$ cat src/rtl/id3ca_pkg.sv
// ----------------------------------------------------------------------------
// id3ca_pkg: shared types and constants of the cover-art extractor
// Status codes, image type codes, the tag and frame identifier characters,
// the MIME strings that are recognised and the result word passed from the
// parser to the output register.
// ----------------------------------------------------------------------------
package id3ca_pkg;

  localparam int DATA_W = 8;
  localparam int IMG_W  = 3;
  localparam int STAT_W = 2;

  // Result status codes.
  localparam logic [STAT_W-1:0] ST_IMAGE    = 2'd0;
  localparam logic [STAT_W-1:0] ST_NO_TAG   = 2'd1;
  localparam logic [STAT_W-1:0] ST_NO_FRAME = 2'd2;

  // Image type codes.
  localparam logic [IMG_W-1:0] IMG_UNKNOWN = 3'd0;
  localparam logic [IMG_W-1:0] IMG_BMP     = 3'd1;
  localparam logic [IMG_W-1:0] IMG_GIF     = 3'd2;
  localparam logic [IMG_W-1:0] IMG_PNG     = 3'd3;
  localparam logic [IMG_W-1:0] IMG_JPEG    = 3'd4;

  // Tag magic, supported major versions and the frame identifier.
  localparam logic [DATA_W-1:0] CH_I  = 8'h49;
  localparam logic [DATA_W-1:0] CH_D  = 8'h44;
  localparam logic [DATA_W-1:0] CH_3  = 8'h33;
  localparam logic [DATA_W-1:0] VER_3 = 8'h03;
  localparam logic [DATA_W-1:0] VER_4 = 8'h04;
  localparam logic [DATA_W-1:0] CH_C  = 8'h43;
  localparam logic [23:0]       APIC_HEAD = {8'h41, 8'h50, 8'h49};

  // MIME strings; the first character sits in the top byte.
  localparam int MIME_SHORT_LEN = 9;
  localparam int MIME_LONG_LEN  = 10;
  localparam logic [8*MIME_SHORT_LEN-1:0] MIME_BMP  = "image/bmp";
  localparam logic [8*MIME_SHORT_LEN-1:0] MIME_GIF  = "image/gif";
  localparam logic [8*MIME_SHORT_LEN-1:0] MIME_PNG  = "image/png";
  localparam logic [8*MIME_SHORT_LEN-1:0] MIME_JPG  = "image/jpg";
  localparam logic [8*MIME_LONG_LEN-1:0]  MIME_JPEG = "image/jpeg";

  // One result word from the parser.
  typedef struct packed {
    logic              valid;
    logic [DATA_W-1:0] data;
    logic [IMG_W-1:0]  img_type;
    logic              last;
    logic [STAT_W-1:0] status;
  } res_t;

endpackage

$ cat src/rtl/id3ca_mime_class.sv
// ----------------------------------------------------------------------------
// id3ca_mime_class: MIME string classifier
// Compares the captured MIME characters and length with the recognised
// image MIME strings and gives the image type code.
// ----------------------------------------------------------------------------
module id3ca_mime_class
  import id3ca_pkg::*;
#(
  parameter int MIME_MAX = 10,
  localparam int LEN_W = $clog2(MIME_MAX + 2)
) (
  input  logic [DATA_W-1:0] mime_chars [MIME_MAX],
  input  logic [LEN_W-1:0]  char_count,
  output logic [IMG_W-1:0]  img_type
);

  logic [8*MIME_LONG_LEN-1:0]  head;
  logic [8*MIME_SHORT_LEN-1:0] head_short;
  logic                        len_short;
  logic                        len_long;

  always_comb begin
    for (int i = 0; i < MIME_LONG_LEN; i++) begin
      head[8*(MIME_LONG_LEN-1-i) +: 8] = mime_chars[i];
    end
  end

  assign head_short = head[8*MIME_LONG_LEN-1 -: 8*MIME_SHORT_LEN];
  assign len_short  = (char_count == LEN_W'(MIME_SHORT_LEN));
  assign len_long   = (char_count == LEN_W'(MIME_LONG_LEN));

  always_comb begin
    priority if (len_short && head_short == MIME_BMP) begin
      img_type = IMG_BMP;
    end else if (len_short && head_short == MIME_GIF) begin
      img_type = IMG_GIF;
    end else if (len_short && head_short == MIME_PNG) begin
      img_type = IMG_PNG;
    end else if ((len_short && head_short == MIME_JPG) || (len_long && head == MIME_JPEG)) begin
      img_type = IMG_JPEG;
    end else begin
      img_type = IMG_UNKNOWN;
    end
  end

endmodule

$ cat src/rtl/id3ca_parser.sv
// ----------------------------------------------------------------------------
// id3ca_parser: per-byte tag and frame parser
// Holds the parse state and works out, for one file byte, the next state
// and the result word that the byte causes, if any.
// ----------------------------------------------------------------------------
module id3ca_parser
  import id3ca_pkg::*;
#(
  parameter int MIME_MAX = 10
) (
  input  logic              clk,
  input  logic              rst_n,
  input  logic              step,
  input  logic [DATA_W-1:0] data_byte,
  input  logic              data_eof,
  output res_t              res
);

  localparam int LEN_W = $clog2(MIME_MAX + 2);
  localparam int IDX_W = $clog2(MIME_MAX);

  localparam logic [3:0] PH_HDR    = 4'd0;
  localparam logic [3:0] PH_SEARCH = 4'd1;
  localparam logic [3:0] PH_FSIZE  = 4'd2;
  localparam logic [3:0] PH_FLAGS  = 4'd3;
  localparam logic [3:0] PH_ENC    = 4'd4;
  localparam logic [3:0] PH_MIME   = 4'd5;
  localparam logic [3:0] PH_PTYPE  = 4'd6;
  localparam logic [3:0] PH_DESC   = 4'd7;
  localparam logic [3:0] PH_ZEROS  = 4'd8;
  localparam logic [3:0] PH_IMAGE  = 4'd9;
  localparam logic [3:0] PH_DONE   = 4'd10;

  logic [3:0]        phase_r, phase_nxt;
  logic [3:0]        cnt_r, cnt_nxt;
  logic [27:0]       tag_r, tag_nxt;
  logic              v4_r, v4_nxt;
  logic [23:0]       win_r, win_nxt;
  logic [31:0]       frame_r, frame_nxt;
  logic [LEN_W-1:0]  len_r, len_nxt;
  logic [IMG_W-1:0]  kind_r, kind_nxt;
  logic [DATA_W-1:0] mime_r [MIME_MAX];
  logic              mime_we;

  logic [IMG_W-1:0]  mime_kind;
  logic              hdr_bad;
  logic [27:0]       tag_shift;
  logic              tag_zero;
  logic              tag_left_zero;
  logic              frame_zero;
  logic              frame_left_zero;
  logic              img_last;

  id3ca_mime_class #(
    .MIME_MAX (MIME_MAX)
  ) u_mime_class (
    .mime_chars (mime_r),
    .char_count (len_r),
    .img_type   (mime_kind)
  );

  assign hdr_bad = (cnt_r == 4'd0 && data_byte != CH_I) ||
                   (cnt_r == 4'd1 && data_byte != CH_D) ||
                   (cnt_r == 4'd2 && data_byte != CH_3) ||
                   (cnt_r == 4'd3 && data_byte != VER_3 && data_byte != VER_4);

  // Synchsafe bytes contribute their low seven bits.
  assign tag_shift = {tag_r[20:0], data_byte[6:0]};

  // Zero tests of the counters, before and after their guarded decrement.
  assign tag_zero        = (tag_r == 28'd0);
  assign tag_left_zero   = tag_zero || (tag_r == 28'd1);
  assign frame_zero      = (frame_r == 32'd0);
  assign frame_left_zero = frame_zero || (frame_r == 32'd1);
  assign img_last        = frame_left_zero || data_eof;

  always_comb begin
    phase_nxt = phase_r;
    cnt_nxt   = cnt_r;
    tag_nxt   = tag_r;
    v4_nxt    = v4_r;
    win_nxt   = win_r;
    frame_nxt = frame_r;
    len_nxt   = len_r;
    kind_nxt  = kind_r;
    mime_we   = 1'b0;
    res       = '0;

    unique case (phase_r)
      PH_HDR: begin
        if (hdr_bad) begin
          res.valid  = 1'b1;
          res.last   = 1'b1;
          res.status = ST_NO_TAG;
          phase_nxt  = PH_DONE;
        end else begin
          if (cnt_r == 4'd3) begin
            v4_nxt = (data_byte == VER_4);
          end
          if (cnt_r >= 4'd6) begin
            tag_nxt = tag_shift;
          end
          cnt_nxt = cnt_r + 4'd1;
          if (cnt_r >= 4'd9) begin
            phase_nxt = PH_SEARCH;
            cnt_nxt   = 4'd0;
            win_nxt   = 24'd0;
            if (tag_shift == 28'd0) begin
              res.valid  = 1'b1;
              res.last   = 1'b1;
              res.status = ST_NO_FRAME;
              phase_nxt  = PH_DONE;
            end
          end
        end
      end
      PH_SEARCH: begin
        if (!tag_zero) begin
          tag_nxt = tag_r - 28'd1;
        end
        if (win_r == APIC_HEAD && data_byte == CH_C) begin
          phase_nxt = PH_FSIZE;
          cnt_nxt   = 4'd0;
          frame_nxt = 32'd0;
        end else if (tag_left_zero) begin
          res.valid  = 1'b1;
          res.last   = 1'b1;
          res.status = ST_NO_FRAME;
          phase_nxt  = PH_DONE;
        end
        win_nxt = {win_r[15:0], data_byte};
      end
      PH_FSIZE: begin
        frame_nxt = v4_r ? {frame_r[24:0], data_byte[6:0]} : {frame_r[23:0], data_byte};
        if (cnt_r == 4'd3) begin
          phase_nxt = PH_FLAGS;
          cnt_nxt   = 4'd0;
        end else begin
          cnt_nxt = cnt_r + 4'd1;
        end
      end
      PH_FLAGS: begin
        if (cnt_r == 4'd1) begin
          phase_nxt = PH_ENC;
          cnt_nxt   = 4'd0;
        end else begin
          cnt_nxt = cnt_r + 4'd1;
        end
      end
      PH_ENC, PH_MIME, PH_PTYPE, PH_DESC, PH_ZEROS: begin
        if (frame_zero) begin
          res.valid  = 1'b1;
          res.last   = 1'b1;
          res.status = ST_NO_FRAME;
          phase_nxt  = PH_DONE;
        end else begin
          frame_nxt = frame_r - 32'd1;
          unique case (phase_r)
            PH_ENC: begin
              phase_nxt = PH_MIME;
              len_nxt   = '0;
            end
            PH_MIME: begin
              if (data_byte == 8'd0) begin
                kind_nxt  = mime_kind;
                phase_nxt = PH_PTYPE;
              end else begin
                mime_we = (len_r < LEN_W'(MIME_MAX));
                if (len_r <= LEN_W'(MIME_MAX)) begin
                  len_nxt = len_r + LEN_W'(1);
                end
              end
            end
            PH_PTYPE: begin
              phase_nxt = PH_DESC;
            end
            PH_DESC: begin
              if (data_byte == 8'd0) begin
                phase_nxt = PH_ZEROS;
              end
            end
            default: begin
              if (data_byte != 8'd0) begin
                res.valid    = 1'b1;
                res.data     = data_byte;
                res.img_type = kind_r;
                res.last     = img_last;
                res.status   = ST_IMAGE;
                phase_nxt    = img_last ? PH_DONE : PH_IMAGE;
              end
            end
          endcase
          if (!res.valid && frame_left_zero) begin
            res.valid  = 1'b1;
            res.last   = 1'b1;
            res.status = ST_NO_FRAME;
            phase_nxt  = PH_DONE;
          end
        end
      end
      PH_IMAGE: begin
        if (!frame_zero) begin
          frame_nxt = frame_r - 32'd1;
        end
        res.valid    = 1'b1;
        res.data     = data_byte;
        res.img_type = kind_r;
        res.last     = img_last;
        res.status   = ST_IMAGE;
        if (img_last) begin
          phase_nxt = PH_DONE;
        end
      end
      default: begin
      end
    endcase

    // The final byte of a file closes with an error word any parse that is not
    // done and gave no word for that byte, and returns everything to the start-of-file state.
    if (data_eof) begin
      if (!res.valid && phase_nxt != PH_DONE) begin
        res.valid  = 1'b1;
        res.last   = 1'b1;
        res.status = (phase_nxt == PH_HDR) ? ST_NO_TAG : ST_NO_FRAME;
      end
      phase_nxt = PH_HDR;
      cnt_nxt   = 4'd0;
      tag_nxt   = 28'd0;
      v4_nxt    = 1'b0;
      win_nxt   = 24'd0;
      frame_nxt = 32'd0;
      len_nxt   = '0;
      kind_nxt  = IMG_UNKNOWN;
    end
  end

  always_ff @(posedge clk) begin
    if (!rst_n) begin
      phase_r <= PH_HDR;
      cnt_r   <= 4'd0;
      tag_r   <= 28'd0;
      v4_r    <= 1'b0;
      win_r   <= 24'd0;
      frame_r <= 32'd0;
      len_r   <= '0;
      kind_r  <= IMG_UNKNOWN;
    end else if (step) begin
      phase_r <= phase_nxt;
      cnt_r   <= cnt_nxt;
      tag_r   <= tag_nxt;
      v4_r    <= v4_nxt;
      win_r   <= win_nxt;
      frame_r <= frame_nxt;
      len_r   <= len_nxt;
      kind_r  <= kind_nxt;
    end
  end

  // Only characters below the current length are ever compared, so the
  // character store needs no reset.
  always_ff @(posedge clk) begin
    if (step && mime_we) begin
      mime_r[len_r[IDX_W-1:0]] <= data_byte;
    end
  end

endmodule

$ cat src/rtl/id3v2_cover_art_extractor.sv
// ----------------------------------------------------------------------------
// id3v2_cover_art_extractor: cover picture extractor for tagged audio files
// Streams a file from its first byte and returns the embedded picture bytes.
// ----------------------------------------------------------------------------
// The block takes one file byte per word on the in_ channel and returns the
// picture bytes of the first attached-picture frame on the out_ channel, one
// byte per word, each tagged with the image type taken from the MIME string
// and with is_last on the final picture byte. A missing tag or unsupported
// version gives a single status 1 word, and a tag without a usable picture
// frame a single status 2 word; both carry is_last and a zero byte. Every
// word that carries end_of_file ends the file, and the next byte is taken as
// the start of a new one. The block accepts one byte in every cycle while
// the out_ side does not stall: a byte is captured in an input register, and
// once the output register is free or is being emptied, the parser updates
// its state from that byte and loads any result into the output register at
// the same clock edge, from which the result is presented on the out_ ports.
// The input register, the single parser stage and the output register set
// this rate; a stall on the out_ side holds the output register and, once the
// input register is also full, raises in_stall.
module id3v2_cover_art_extractor
  import id3ca_pkg::*;
#(
  parameter int MIME_MAX = 10
) (
  input  logic              clk,
  input  logic              rst_n,
  input  logic              in_valid,
  output logic              in_stall,
  input  logic [DATA_W-1:0] in_byte,
  input  logic              in_end_of_file,
  output logic              out_valid,
  input  logic              out_stall,
  output logic [DATA_W-1:0] out_byte,
  output logic [IMG_W-1:0]  out_image_type,
  output logic              out_is_last,
  output logic [STAT_W-1:0] out_status
);

  logic              s1_valid_r;
  logic [DATA_W-1:0] s1_byte_r;
  logic              s1_eof_r;
  logic              in_take;
  logic              advance;
  res_t              res;

  logic              out_valid_r;
  logic [DATA_W-1:0] out_byte_r;
  logic [IMG_W-1:0]  out_type_r;
  logic              out_last_r;
  logic [STAT_W-1:0] out_status_r;

  // The held byte moves on whenever the output register is free or is being
  // emptied in this cycle.
  assign advance  = s1_valid_r && (!out_valid_r || !out_stall);
  assign in_stall = s1_valid_r && !advance;
  assign in_take  = in_valid && !in_stall;

  always_ff @(posedge clk) begin
    if (!rst_n) begin
      s1_valid_r <= 1'b0;
    end else if (in_take) begin
      s1_valid_r <= 1'b1;
    end else if (advance) begin
      s1_valid_r <= 1'b0;
    end
  end

  always_ff @(posedge clk) begin
    if (in_take) begin
      s1_byte_r <= in_byte;
      s1_eof_r  <= in_end_of_file;
    end
  end

  id3ca_parser #(
    .MIME_MAX (MIME_MAX)
  ) u_parser (
    .clk       (clk),
    .rst_n     (rst_n),
    .step      (advance),
    .data_byte (s1_byte_r),
    .data_eof  (s1_eof_r),
    .res       (res)
  );

  always_ff @(posedge clk) begin
    if (!rst_n) begin
      out_valid_r <= 1'b0;
    end else if (advance && res.valid) begin
      out_valid_r <= 1'b1;
    end else if (!out_stall) begin
      out_valid_r <= 1'b0;
    end
  end

  always_ff @(posedge clk) begin
    if (advance && res.valid) begin
      out_byte_r   <= res.data;
      out_type_r   <= res.img_type;
      out_last_r   <= res.last;
      out_status_r <= res.status;
    end
  end

  assign out_valid      = out_valid_r;
  assign out_byte       = out_byte_r;
  assign out_image_type = out_type_r;
  assign out_is_last    = out_last_r;
  assign out_status     = out_status_r;

endmodule

$ cat config.mk
export PLATFORM = sky130hd
export DESIGN_NAME = id3v2_cover_art_extractor
export DESIGN_NICKNAME = d
export VERILOG_FILES = /design/src/rtl/id3ca_pkg.sv /design/src/rtl/id3ca_mime_class.sv /design/src/rtl/id3ca_parser.sv /design/src/rtl/id3v2_cover_art_extractor.sv
export SDC_FILE = /design/constraint.sdc
export NUM_CORES = 1
export LEC_CHECK = 0
export BUFFER_PORTS_ARGS = -buffer_cell sky130_fd_sc_hd__buf_2
export CORE_MARGIN = 2
export CORE_UTILIZATION = 57
export DETAILED_ROUTE_END_ITERATION = 10
export PLACE_DENSITY_LB_ADDON = 0.3
export SLEW_MARGIN = 20
export SYNTH_ARGS = -nofsm -noshare
export SYNTH_HDL_FRONTEND = slang
export SYNTH_HIERARCHICAL = 1
export SYNTH_SLANG_ARGS = --single-unit
$ cat constraint.sdc
create_clock -name clk -period 3.9 [get_ports clk]
set_input_delay 0.195 -clock clk [delete_from_list [all_inputs] [get_ports clk]]
set_output_delay 0.195 -clock clk [all_outputs]
set_load 0.005 [all_outputs]
==> run metrics, run 1 <==
endpoints failing hold=0; endpoints failing setup=0; DP Cell Count=1351; Die Y=142 um; via count=9047; Syn Std Cell Area=10800 um2; Overflow after GRT=0; crit-path max FO=21; DR pass1 iterations=5; Total GRT Usage=27.0%; period utilisation layout=90.8%; kind of critical path=reg2reg; Max Root-Sink Buffers=3; WL per Instance=19.4 um; Hold WS=230 ps; DP Area=11100 um2; Routed Antenna Nets=0; Hold EP=u_parser/frame_r[31]$_SDFFE_PN0P_; Yosys cell types=87; largest net degree at the start of global routing=104; Port Buffer Count=28; most used cell, CP=buf_4; Post-synth top cells=103 x edfxtp_1, 102 x dfxtp_1, 96 x nand2_1; GP Congestion=0.933; area share of the leading cell type in the synthesized netlist=28.7%; Max Cap Violations=0; Worst Path Arrival=3730 ps; initial cell density of the core=57.9%; post-route setup TNS=0 ps; Total Wirelength=27300 um; Core ar.=18600 um2; Clk Latency, worst-skew pair=520 ps; CP peak stage delay=560 ps; post_cts resized=0; share of post-route cells with drive strength above 1=11.5%; Root Driver=clkbuf_16; I/O pins=29; R2R Setup Slk=360 ps; minimum clock period=3540 ps; EDFF count, synth=103; cell taking the most area after synthesis=edfxtp_1; Clock Pin Slew Worst Setup and Hold Paths=60 ps; TritonCTS Buffers=23; Max Slew Vio Count=0; f_max=282 MHz; Post-CTS Hold Buffers=11; Hold Path Stages=4; HPWL Detailed=18100 um; global-route wire length before repair=44000 um; LEAKAGE=4.00 nW; FILL cells=1527; Rel. slew slack=27.1%; Rows=50; CTS tree=built; vias in the first global route=8592; worst path cell trace=buf_4, nor4bb_1, nand4_1, o21ai_0, o32ai_1, nor3b_1, o31ai_1, o211ai_1, nand2_1, a21oi_1, buf_4; Die W=142 um; status=complete, no violations; syn nets=1161; Avg Inst Size Synth=9.50 um2; drt first-iter violations=874; Seq/Total Area, Yosys=47.6%; Primary FF master, synth=edfxtp_1; ranking of synthesized cells by area=edfxtp_1 29%, dfxtp_1 19%, o21ai_0 3.7%; clock sink total=205; DRC errors left=0; synth warn=6; fraction of registers with async set or reset after synthesis=0%; Yosys reg bits=205; initial antenna violation count=1; H-tree levels=1; Hold Crit Start=rst_n; design area=12000 um2; Core Util, Final=64.2%; crit start category=flop; origin of the critical flop-to-flop path=s1_byte_r[1]$_DFFE_PP_; CP endpoint kind=flop; vias per cell=6.44; Cell Pwr Density=402 nW/um2; Peak VDD IR=377 uV; Hold Path Class=in2reg; Area growth, synth to finish=10.9%; Post-Syn Instances=1136; post-CTS setup repair buffer count=0; RR Endpoint=out_byte[6]$_DFFE_PP_; Total Nets Final=1178; fin cells=1405; skew final=24.5 ps; most numerous cell in the Yosys netlist=edfxtp_1; Req. time, crit path=4090 ps; Worst Max-Slew Pin Slew=1090 ps; R2R cell count=11; RSZ-0062 raised after global routing=false; Die Area=20000 um2; CP max-delay cell=o21ai_0
worst max-delay path by stage:
stage	end	from	slack, ps
detailed placement	out_byte[6]$_DFFE_PP_	s1_byte_r[1]$_DFFE_PP_	430
global placement	out_image_type[2]$_DFFE_PP_	s1_byte_r[3]$_DFFE_PP_	440
floorplan	out_byte[0]$_DFFE_PP_	s1_byte_r[3]$_DFFE_PP_	180
global route	out_byte[6]$_DFFE_PP_	s1_byte_r[1]$_DFFE_PP_	130
CTS	out_byte[6]$_DFFE_PP_	s1_byte_r[1]$_DFFE_PP_	400
finish	out_byte[6]$_DFFE_PP_	s1_byte_r[1]$_DFFE_PP_	360
area by class of cell:
cell class                      instances  area [um2]  area share, %
Clock inverter                         13         106          0.889
Inverter                               21        78.8          0.659
Multi-Input combinational cell        831        5230           43.7
Tap cell                              234         293           2.45
Timing Repair Buffer                   71         490           4.10
Sequential cell                       205        5130           42.9
Antenna cell                            1        2.50         0.0209
Clock buffer                           29         628           5.25
worst max-delay path, delay by kind of cell (launching register included):
family	cells	cell delay [ps]
compound gates	5	1180
buf+inv	2	500
flops	1	340
simple gates	4	1190
per-layer routing:
layer | GRT usage [%] | routed length, um | vias to the layer above
li1 | - | - | 4301
met1 | 35.3 | 11700 | 4361
met3 | 4.22 | 1570 | 55
met5 | 0 | 0 | -
met2 | 45.6 | 13100 | 330
met4 | 10.3 | 852 | 0
registers in the layout, indices dropped and copies added, names as in the netlist, 4 cells and up:
register          cells
u_parser/len_r        4
u_parser/phase_r      4
u_parser/mime_r      80
u_parser/frame_r     32
u_parser/tag_r       28
u_parser/win_r       24
u_parser/cnt_r        4
s1_byte_r             8
out_byte              8
placed cells by master, fill, tap and decap left out, drive strengths merged, types with 9 or more instances in the layout:
cell type	synthesis	layout
o31ai	10	10
xnor2	9	9
ha	12	12
nor4	34	34
or4	15	15
inv	21	23
nor3	43	43
and3	11	11
dfxtp	102	102
nand3	46	46
edfxtp	103	103
o21a	10	10
nand4	19	19
nor4bb	12	12
dlygate4sd3	0	11
a21boi	48	48
nor2b	31	31
clkbuf	58	29
o21ai	84	84
nand2b	11	11
buf	21	60
o22ai	12	12
a21oi	47	47
nor2	88	88
nand2	96	96
mux2i	26	26
a22oi	21	21
and2	33	33
power by group:
| part | switching [W] | internal, W |
|---|---|---|
| sequential | 0.0000248 | 0.00229 |
| combinational | 0.000271 | 0.000147 |
| clock | 0.000872 | 0.00121 |
per-stage QoR:
stage	power (W)	setup WS, ps
floorplan	0.00264	184
global placement	0.00275	441
detailed placement	0.00276	430
CTS	0.00485	404
global route	0.00497	125
finish	0.00482	360
cells by family (layout without fill, tap and decap cells):
logic type | after synthesis | in the layout | share of synthesized area, %
AOI/OAI and AO/OA | 289 | 289 | 17.7
muxes | 26 | 26 | 2.41
buffers and inverters | 100 | 134 | 4.00
adders and majority gates | 12 | 12 | 1.39
xor gates and xnor gates | 16 | 16 | 1.30
DFF | 205 | 205 | 47.6
and+or+nand+nor | 488 | 488 | 25.6
other | 0 | 1 | 0
(Power assumes the default switching activity.)
==> run 2, diff against run 1 <==
- SYNTH_HIERARCHICAL: 1 -> unset
==> run 2 against run 1 <==
Against the previous run: final area down 2.2%; register-to-register slack improved by 210 ps; die area decreased by 2.3%; first-iteration DRC count rose by 20%; final cell count shrank 2.6%; clock power fell by 3%; clock-buffer cell count down 3; sequential power barely moved; synthesized cell count decreased by 2.4%; wire length is 1.6% higher; combinational power rose by 29%; global-route usage grew 0.73 points; highest routed layer unchanged.
==> run metrics, run 2 <==
status=complete, no violations; Area growth, synth to finish=11.2%; clock sink total=205 (unchanged); Overflow after GRT=0 (unchanged); Clk Latency, worst-skew pair=520 ps (about the same); TritonCTS Buffers=22 (-4.3%); Port Buffer Count=28 (unchanged); Routed Antenna Nets=0 (unchanged); Clock Pin Slew Worst Setup and Hold Paths=60 ps (about the same); Die W=140 um (-1.2%); CP delay by family, top=simple AND/OR/NAND/NOR gates; global-route wire length before repair=44500 um (+1.2%); CTS tree=built; Post-synth top cells=104 x nand2_1, 103 x edfxtp_1, 102 x dfxtp_1; R2R Setup Slk=570 ps (+210 ps); CP endpoint kind=flop; Cell Pwr Density=419 nW/um2 (+4.2%); critical path depth in cells=9 (-2); DR pass1 iterations=5 (unchanged); CP startpoint=u_parser.frame_r[8]$_SDFFE_PN0P_; Worst Max-Slew Pin Slew=1010 ps (-85.7 ps); CP max-delay cell=nor4_1; Syn Std Cell Area=10500 um2 (-2.4%); endpoints failing hold=0 (unchanged); endpoints failing setup=0 (unchanged); period utilisation layout=85.5% (-5.3 points); ant diodes=0 (-1); kind of critical path=reg2reg; Total Wirelength=27700 um (+1.6%); share of post-route cells with drive strength above 1=11.3% (-0.22 points); H-tree levels=1 (unchanged); I/O pins=29 (unchanged); RR Endpoint=out_status[1]$_DFFE_PP_; Rows=49 (-2.0%); DRC errors left=0 (unchanged); syn nets=1136 (-2.2%); Avg Inst Size Synth=9.49 um2 (about the same); Hold Path Class=in2reg; GP Congestion=0.967 (+3.6%); Yosys reg bits=205 (unchanged); initial antenna violation count=0 (-1); crit start category=flop; Total GRT Usage=27.8% (+0.73 points); most numerous cell in the Yosys netlist=nand2_1; crit path buf inv count=2 (unchanged); Peak VDD IR=494 uV (+31%); initial cell density of the core=58.4% (+0.55 points); Die Y=140 um (-1.2%); Max Root-Sink Buffers=3 (unchanged); ranking of synthesized cells by area=edfxtp_1 29%, dfxtp_1 19%, nand2_1 3.7%; Worst Path Arrival=3590 ps (-140 ps); Yosys cell types=79 (-9.2%); f_max=300 MHz (+6.2%); Worst Setup EP=out_status[1]$_DFFE_PP_; drt first-iter violations=1046 (+20%); Max Slew Vio Count=0 (unchanged); Max Cap Violations=0 (unchanged); largest net degree at the start of global routing=65 (-38%); Rel. slew slack=32.4% (+5.3 points); fraction of registers with async set or reset after synthesis=0% (unchanged); area share of the leading cell type in the synthesized netlist=29.4% (+0.71 points); HPWL Detailed=18200 um (+0.53%); WL per Instance=20.2 um (+4.3%); Req. time, crit path=4160 ps (+70 ps); post-route setup TNS=0 ps (unchanged); Seq/Total Area, Yosys=48.8% (+1.2 points); Total Nets Final=1153 (-2.1%); most common cell after layout, fill and taps aside=nand2_1; crit-path max FO=14 (-33%); most frequent cells in the layout=104 x nand2_1, 103 x edfxtp_1, 101 x dfxtp_1; Root Driver=clkbuf_16; skew final=18.5 ps (-5.97 ps); vias in the first global route=8654 (+0.72%); LEAKAGE=3.92 nW (-2.1%); worst path cell trace=nor4_1, nand4b_1, buf_4, nor3_1, a211oi_1, and4b_1, o31ai_1, a31oi_1, buf_4; Primary FF master, synth=edfxtp_1; EDFF count, synth=103 (unchanged); R2R cell count=9 (-2); most used cell, CP=buf_4; RSZ-0062 raised after global routing=false; max reg flops=80 (unchanged); vias per cell=6.60 (+2.5%); CP peak stage delay=580 ps (+20 ps); minimum clock period=3330 ps (-207 ps); cell taking the most area after synthesis=edfxtp_1; via count=9039 (-0.088%); Total Power=0.00491 W (+1.9%); Die Area=19600 um2 (-2.3%); synth warn=0 (-6); Core ar.=18000 um2 (-3.3%); Post-Syn Instances=1109 (-2.4%); origin of the critical flop-to-flop path=u_parser.frame_r[8]$_SDFFE_PN0P_
-- run 2: worst reg2reg max path, cell delays in order (launching register included) --
cell      delay (ps)
dfxtp_1          380
nor4_1           590
nand4b_1         360
buf_4            270
nor3_1           410
a211oi_1         180
and4b_1          270
o31ai_1          270
a31oi_1          120
buf_4            220
-- run 2: area by class of cell --
cell class              count  area (um2)
clock buffers              26         576
repair buffers             74         510
inverters                  22        82.6
well taps                 229         287
fillers                  1441        6320
flip-flops and latches    205        5140
clock inverters            12         128
multi-input cells         801        4980
-- run 2: metrics by stage --
| stage | utilization (%) | setup WS [ps] | cell area [um2] | hold slack [ps] | cells |
|---|---|---|---|---|---|
| 3_3_place_gp | 60.5 | 728 | 10900 | 396 | 1321 |
| 2_1_floorplan | - | 518 | 10500 | 294 | 1109 |
| 4_1_cts | 64.9 | 629 | 11700 | 26.4 | 1369 |
| 5_1_grt | 64.9 | 401 | 11700 | 41.2 | 1369 |
| 3_5_place_dp | 60.5 | 662 | 10900 | 382 | 1321 |
| 6_report | 64.9 | 567 | 11700 | 40.0 | 1369 |
-- run 2: how the worst min path moves through the flow --
stage,from,end,slack (ps),depth (start not counted)
floorplan,in_byte[0],s1_byte_r[0]$_DFFE_PP_,290,0
global placement,in_byte[3],s1_byte_r[3]$_DFFE_PP_,400,1
detailed placement,in_byte[3],s1_byte_r[3]$_DFFE_PP_,380,1
CTS,out_stall,out_valid$_SDFFE_PN0P_,30,3
global route,out_stall,out_valid$_SDFFE_PN0P_,40,3
finish,out_stall,out_valid$_SDFFE_PN0P_,40,3
-- run 2: timing repair --
action	CTS	global route
hold buffers	10	0
gates resized for setup	0	0
endpoints found under the hold margin	10	0
setup buffers	0	0
-- run 2: layer usage --
layer	wire length, um	vias up	global-route usage, %
met2	12600	402	43.7
met1	12000	4300	38.4
li1	-	4259	-
met3	2290	78	5.54
met5	0	-	0
met4	854	0	10.2
-- run 2: logic make-up after synthesis --
| group | after synthesis | synth area share (%) |
|---|---|---|
| AND/OR/NAND/NOR | 459 | 23.7 |
| AO/OA/AOI/OAI | 284 | 18.0 |
| flip-flops | 205 | 48.8 |
| buffers and inverters | 103 | 3.89 |
| multiplexers | 28 | 2.66 |
| XOR/XNOR | 16 | 1.33 |
| adder cells (fa/ha/maj) | 14 | 1.66 |
-- run 2: where the power goes --
part           internal [W]  leakage (nW)  switching (W)
Combinational      0.000187          1.83       0.000351
Sequential          0.00229          1.76      0.0000461
Clock               0.00119         0.339       0.000844
Total               0.00367          3.92        0.00124
==> run 3, diff against run 2 <==
- CORE_UTILIZATION: 57 -> 40
- PLACE_DENSITY: unset -> 0.66
- PLACE_DENSITY_LB_ADDON: 0.3 -> unset
==> run 3 against run 2 <==
Against the previous run: final cell count grew 8.0%; global-route usage shrank 8.0 points; clock skew shrank 8.3 ps; sequential power is essentially flat; critical path depth shrank 1; power grew 6.1%; maximum frequency grew 1.6%; worst hold slack gained 1.6 ps; highest routed layer unchanged.
==> run metrics, run 3 (synthesis results as in run 2) <==
status=complete, no violations; R2R cell count=8 (-1); ant diodes=0 (unchanged); initial cell density of the core=40.5% (-18 points); Max Slew Vio Count=0 (unchanged); Core ar.=26000 um2 (+44%); CTS tree=built; crit start category=flop; Area growth, synth to finish=13.6%; vias in the first global route=8421 (-2.7%); Routed Antenna Nets=0 (unchanged); Hold Path Class=in2reg; RR Endpoint=out_byte[3]$_SDFFCE_PN0P_; largest net degree at the start of global routing=65 (unchanged); Hold EP=out_valid$_SDFFE_PN0P_; GP Congestion=0.915 (-5.4%); Req. time, crit path=4170 ps (about the same); R2R Setup Slk=620 ps (+50 ps); Rows=59 (+20%); WL per Instance=19.1 um (-5.4%); Overflow after GRT=0 (unchanged); CP startpoint=s1_byte_r[3]$_DFFE_PP_; post-route setup TNS=0 ps (unchanged); LEAKAGE=3.98 nW (+1.6%); clock sink total=205 (unchanged); CP delay by family, top=simple AND/OR/NAND/NOR gates; Root Driver=clkbuf_16; global-route wire length before repair=45100 um (+1.3%); max reg flops=80 (unchanged); Max Root-Sink Buffers=3 (unchanged); Port Buffer Count=28 (unchanged); via count=8962 (-0.85%); TritonCTS Buffers=23 (+4.5%); origin of the critical flop-to-flop path=s1_byte_r[3]$_DFFE_PP_; endpoints failing hold=0 (unchanged); CP endpoint kind=flop; kind of critical path=reg2reg; Die Area=27600 um2 (+41%); DP Cell Count=1426 (+7.9%); Max Cap Violations=0 (unchanged); skew final=10.2 ps (-8.34 ps); Clock Pin Slew Worst Setup and Hold Paths=60 ps (about the same); endpoints failing setup=0 (unchanged); RSZ-0062 raised after global routing=false; HPWL Detailed=18800 um (+3.2%); Total Nets Final=1153 (unchanged); DR pass1 iterations=5 (unchanged); post-CTS setup repair buffer count=0 (unchanged); DRC errors left=0 (unchanged); Die W=166 um (+19%); period utilisation layout=84.1% (-1.3 points); Total Power=0.00521 W (+6.1%); crit-path max FO=14 (unchanged); fin cells=1478 (+8.0%); CP peak stage delay=660 ps (+80 ps); Hold Path Stages=3 (unchanged); share of post-route cells with drive strength above 1=12.1% (+0.76 points); I/O pins=29 (unchanged); storage element area=5130 um2 (about the same); Rel. slew slack=30.1% (-2.3 points); f_max=305 MHz (+1.6%); Worst Path Arrival=3550 ps (-40 ps); most common cell after layout, fill and taps aside=nand2_1; Die Y=166 um (+19%); post_cts resized=0 (unchanged); minimum clock period=3280 ps (-52.3 ps); Cell Pwr Density=435 nW/um2 (+3.8%); Post-CTS Hold Buffers=10 (unchanged); crit path buf inv count=1 (-1); initial antenna violation count=0 (unchanged); drt first-iter violations=804 (-23%); H-tree levels=1 (unchanged); Total GRT Usage=19.8% (-8.0 points); CP max-delay cell=or4_1; Multi-input gate area=5010 um2 (+0.45%); worst path cell trace=or4_1, nor4_1, and4b_1, a211oi_1, and2_1, o31ai_1, a31oi_1, buf_4; Peak VDD IR=446 uV (-9.7%); FILL cells=2518 (+75%); most frequent cells in the layout=104 x nand2_1, 103 x edfxtp_1, 102 x dfxtp_1; Core Util, Final=46.0% (-19 points); Worst Max-Slew Pin Slew=1050 ps (+40.3 ps); Hold Crit Start=out_stall; Total Wirelength=28300 um (+2.2%); vias per cell=6.06 (-8.2%); Clk Latency, worst-skew pair=530 ps (about the same)
## run 3: cell count changes in the layout (fill, tap and decap cells not counted), moves of 2 or more
cell,before,now
bufinv_16,2,5
clkinv_1,6,2
clkinv_2,2,6
clkinv_4,0,2
## run 3: how the worst max path moves through the flow
stage	end	slack (ps)	cells past startpoint
after global placement	out_byte[0]$_SDFFCE_PN0P_	740	8
after detailed placement	out_byte[0]$_SDFFCE_PN0P_	730	8
after global routing	u_parser.frame_r[10]$_SDFFE_PN0P_	470	9
after CTS	out_byte[3]$_SDFFCE_PN0P_	690	8
final	out_byte[3]$_SDFFCE_PN0P_	620	8
after floorplan	out_byte[0]$_SDFFCE_PN0P_	520	8
## run 3: tightest hold or removal path, cell delays in order
cell	delay, ps
buf_2	120
a21oi_1	150
nor4_1	50
## run 3: stage by stage
step                hold slack (ps)  worst slack, ps  instance area, um2
CTS                            23.4              688               12000
finish                         41.6              620               12000
global placement                393              742               11000
detailed placement              395              731               11000
global route                   47.3              470               12000
floorplan                       294              518               10500
## run 3: report_power, final
group | switching (W) | internal (W) | total (W)
Clock | 0.000903 | 0.00143 | 0.00233
Combinational | 0.000356 | 0.000187 | 0.000543
Sequential | 0.0000425 | 0.00229 | 0.00234
## run 3: cell type report
type | count | area share, %
flip-flops and latches | 205 | 42.9
well taps | 335 | 3.50
repair buffers | 73 | 4.20
inverters | 22 | 0.690
clock buffers | 25 | 4.87
multi-input cells | 801 | 41.9
clock inverters | 17 | 1.96
## run 3: layer usage
metal / part of all wire, % / routed length (um) / GRT usage, %
met1: 46 / 12900 / 28.0
met5: 0 / 0 / 0
met2: 45 / 12800 / 31.4
met4: 2.6 / 729 / 6.11
met3: 6.4 / 1810 / 2.86
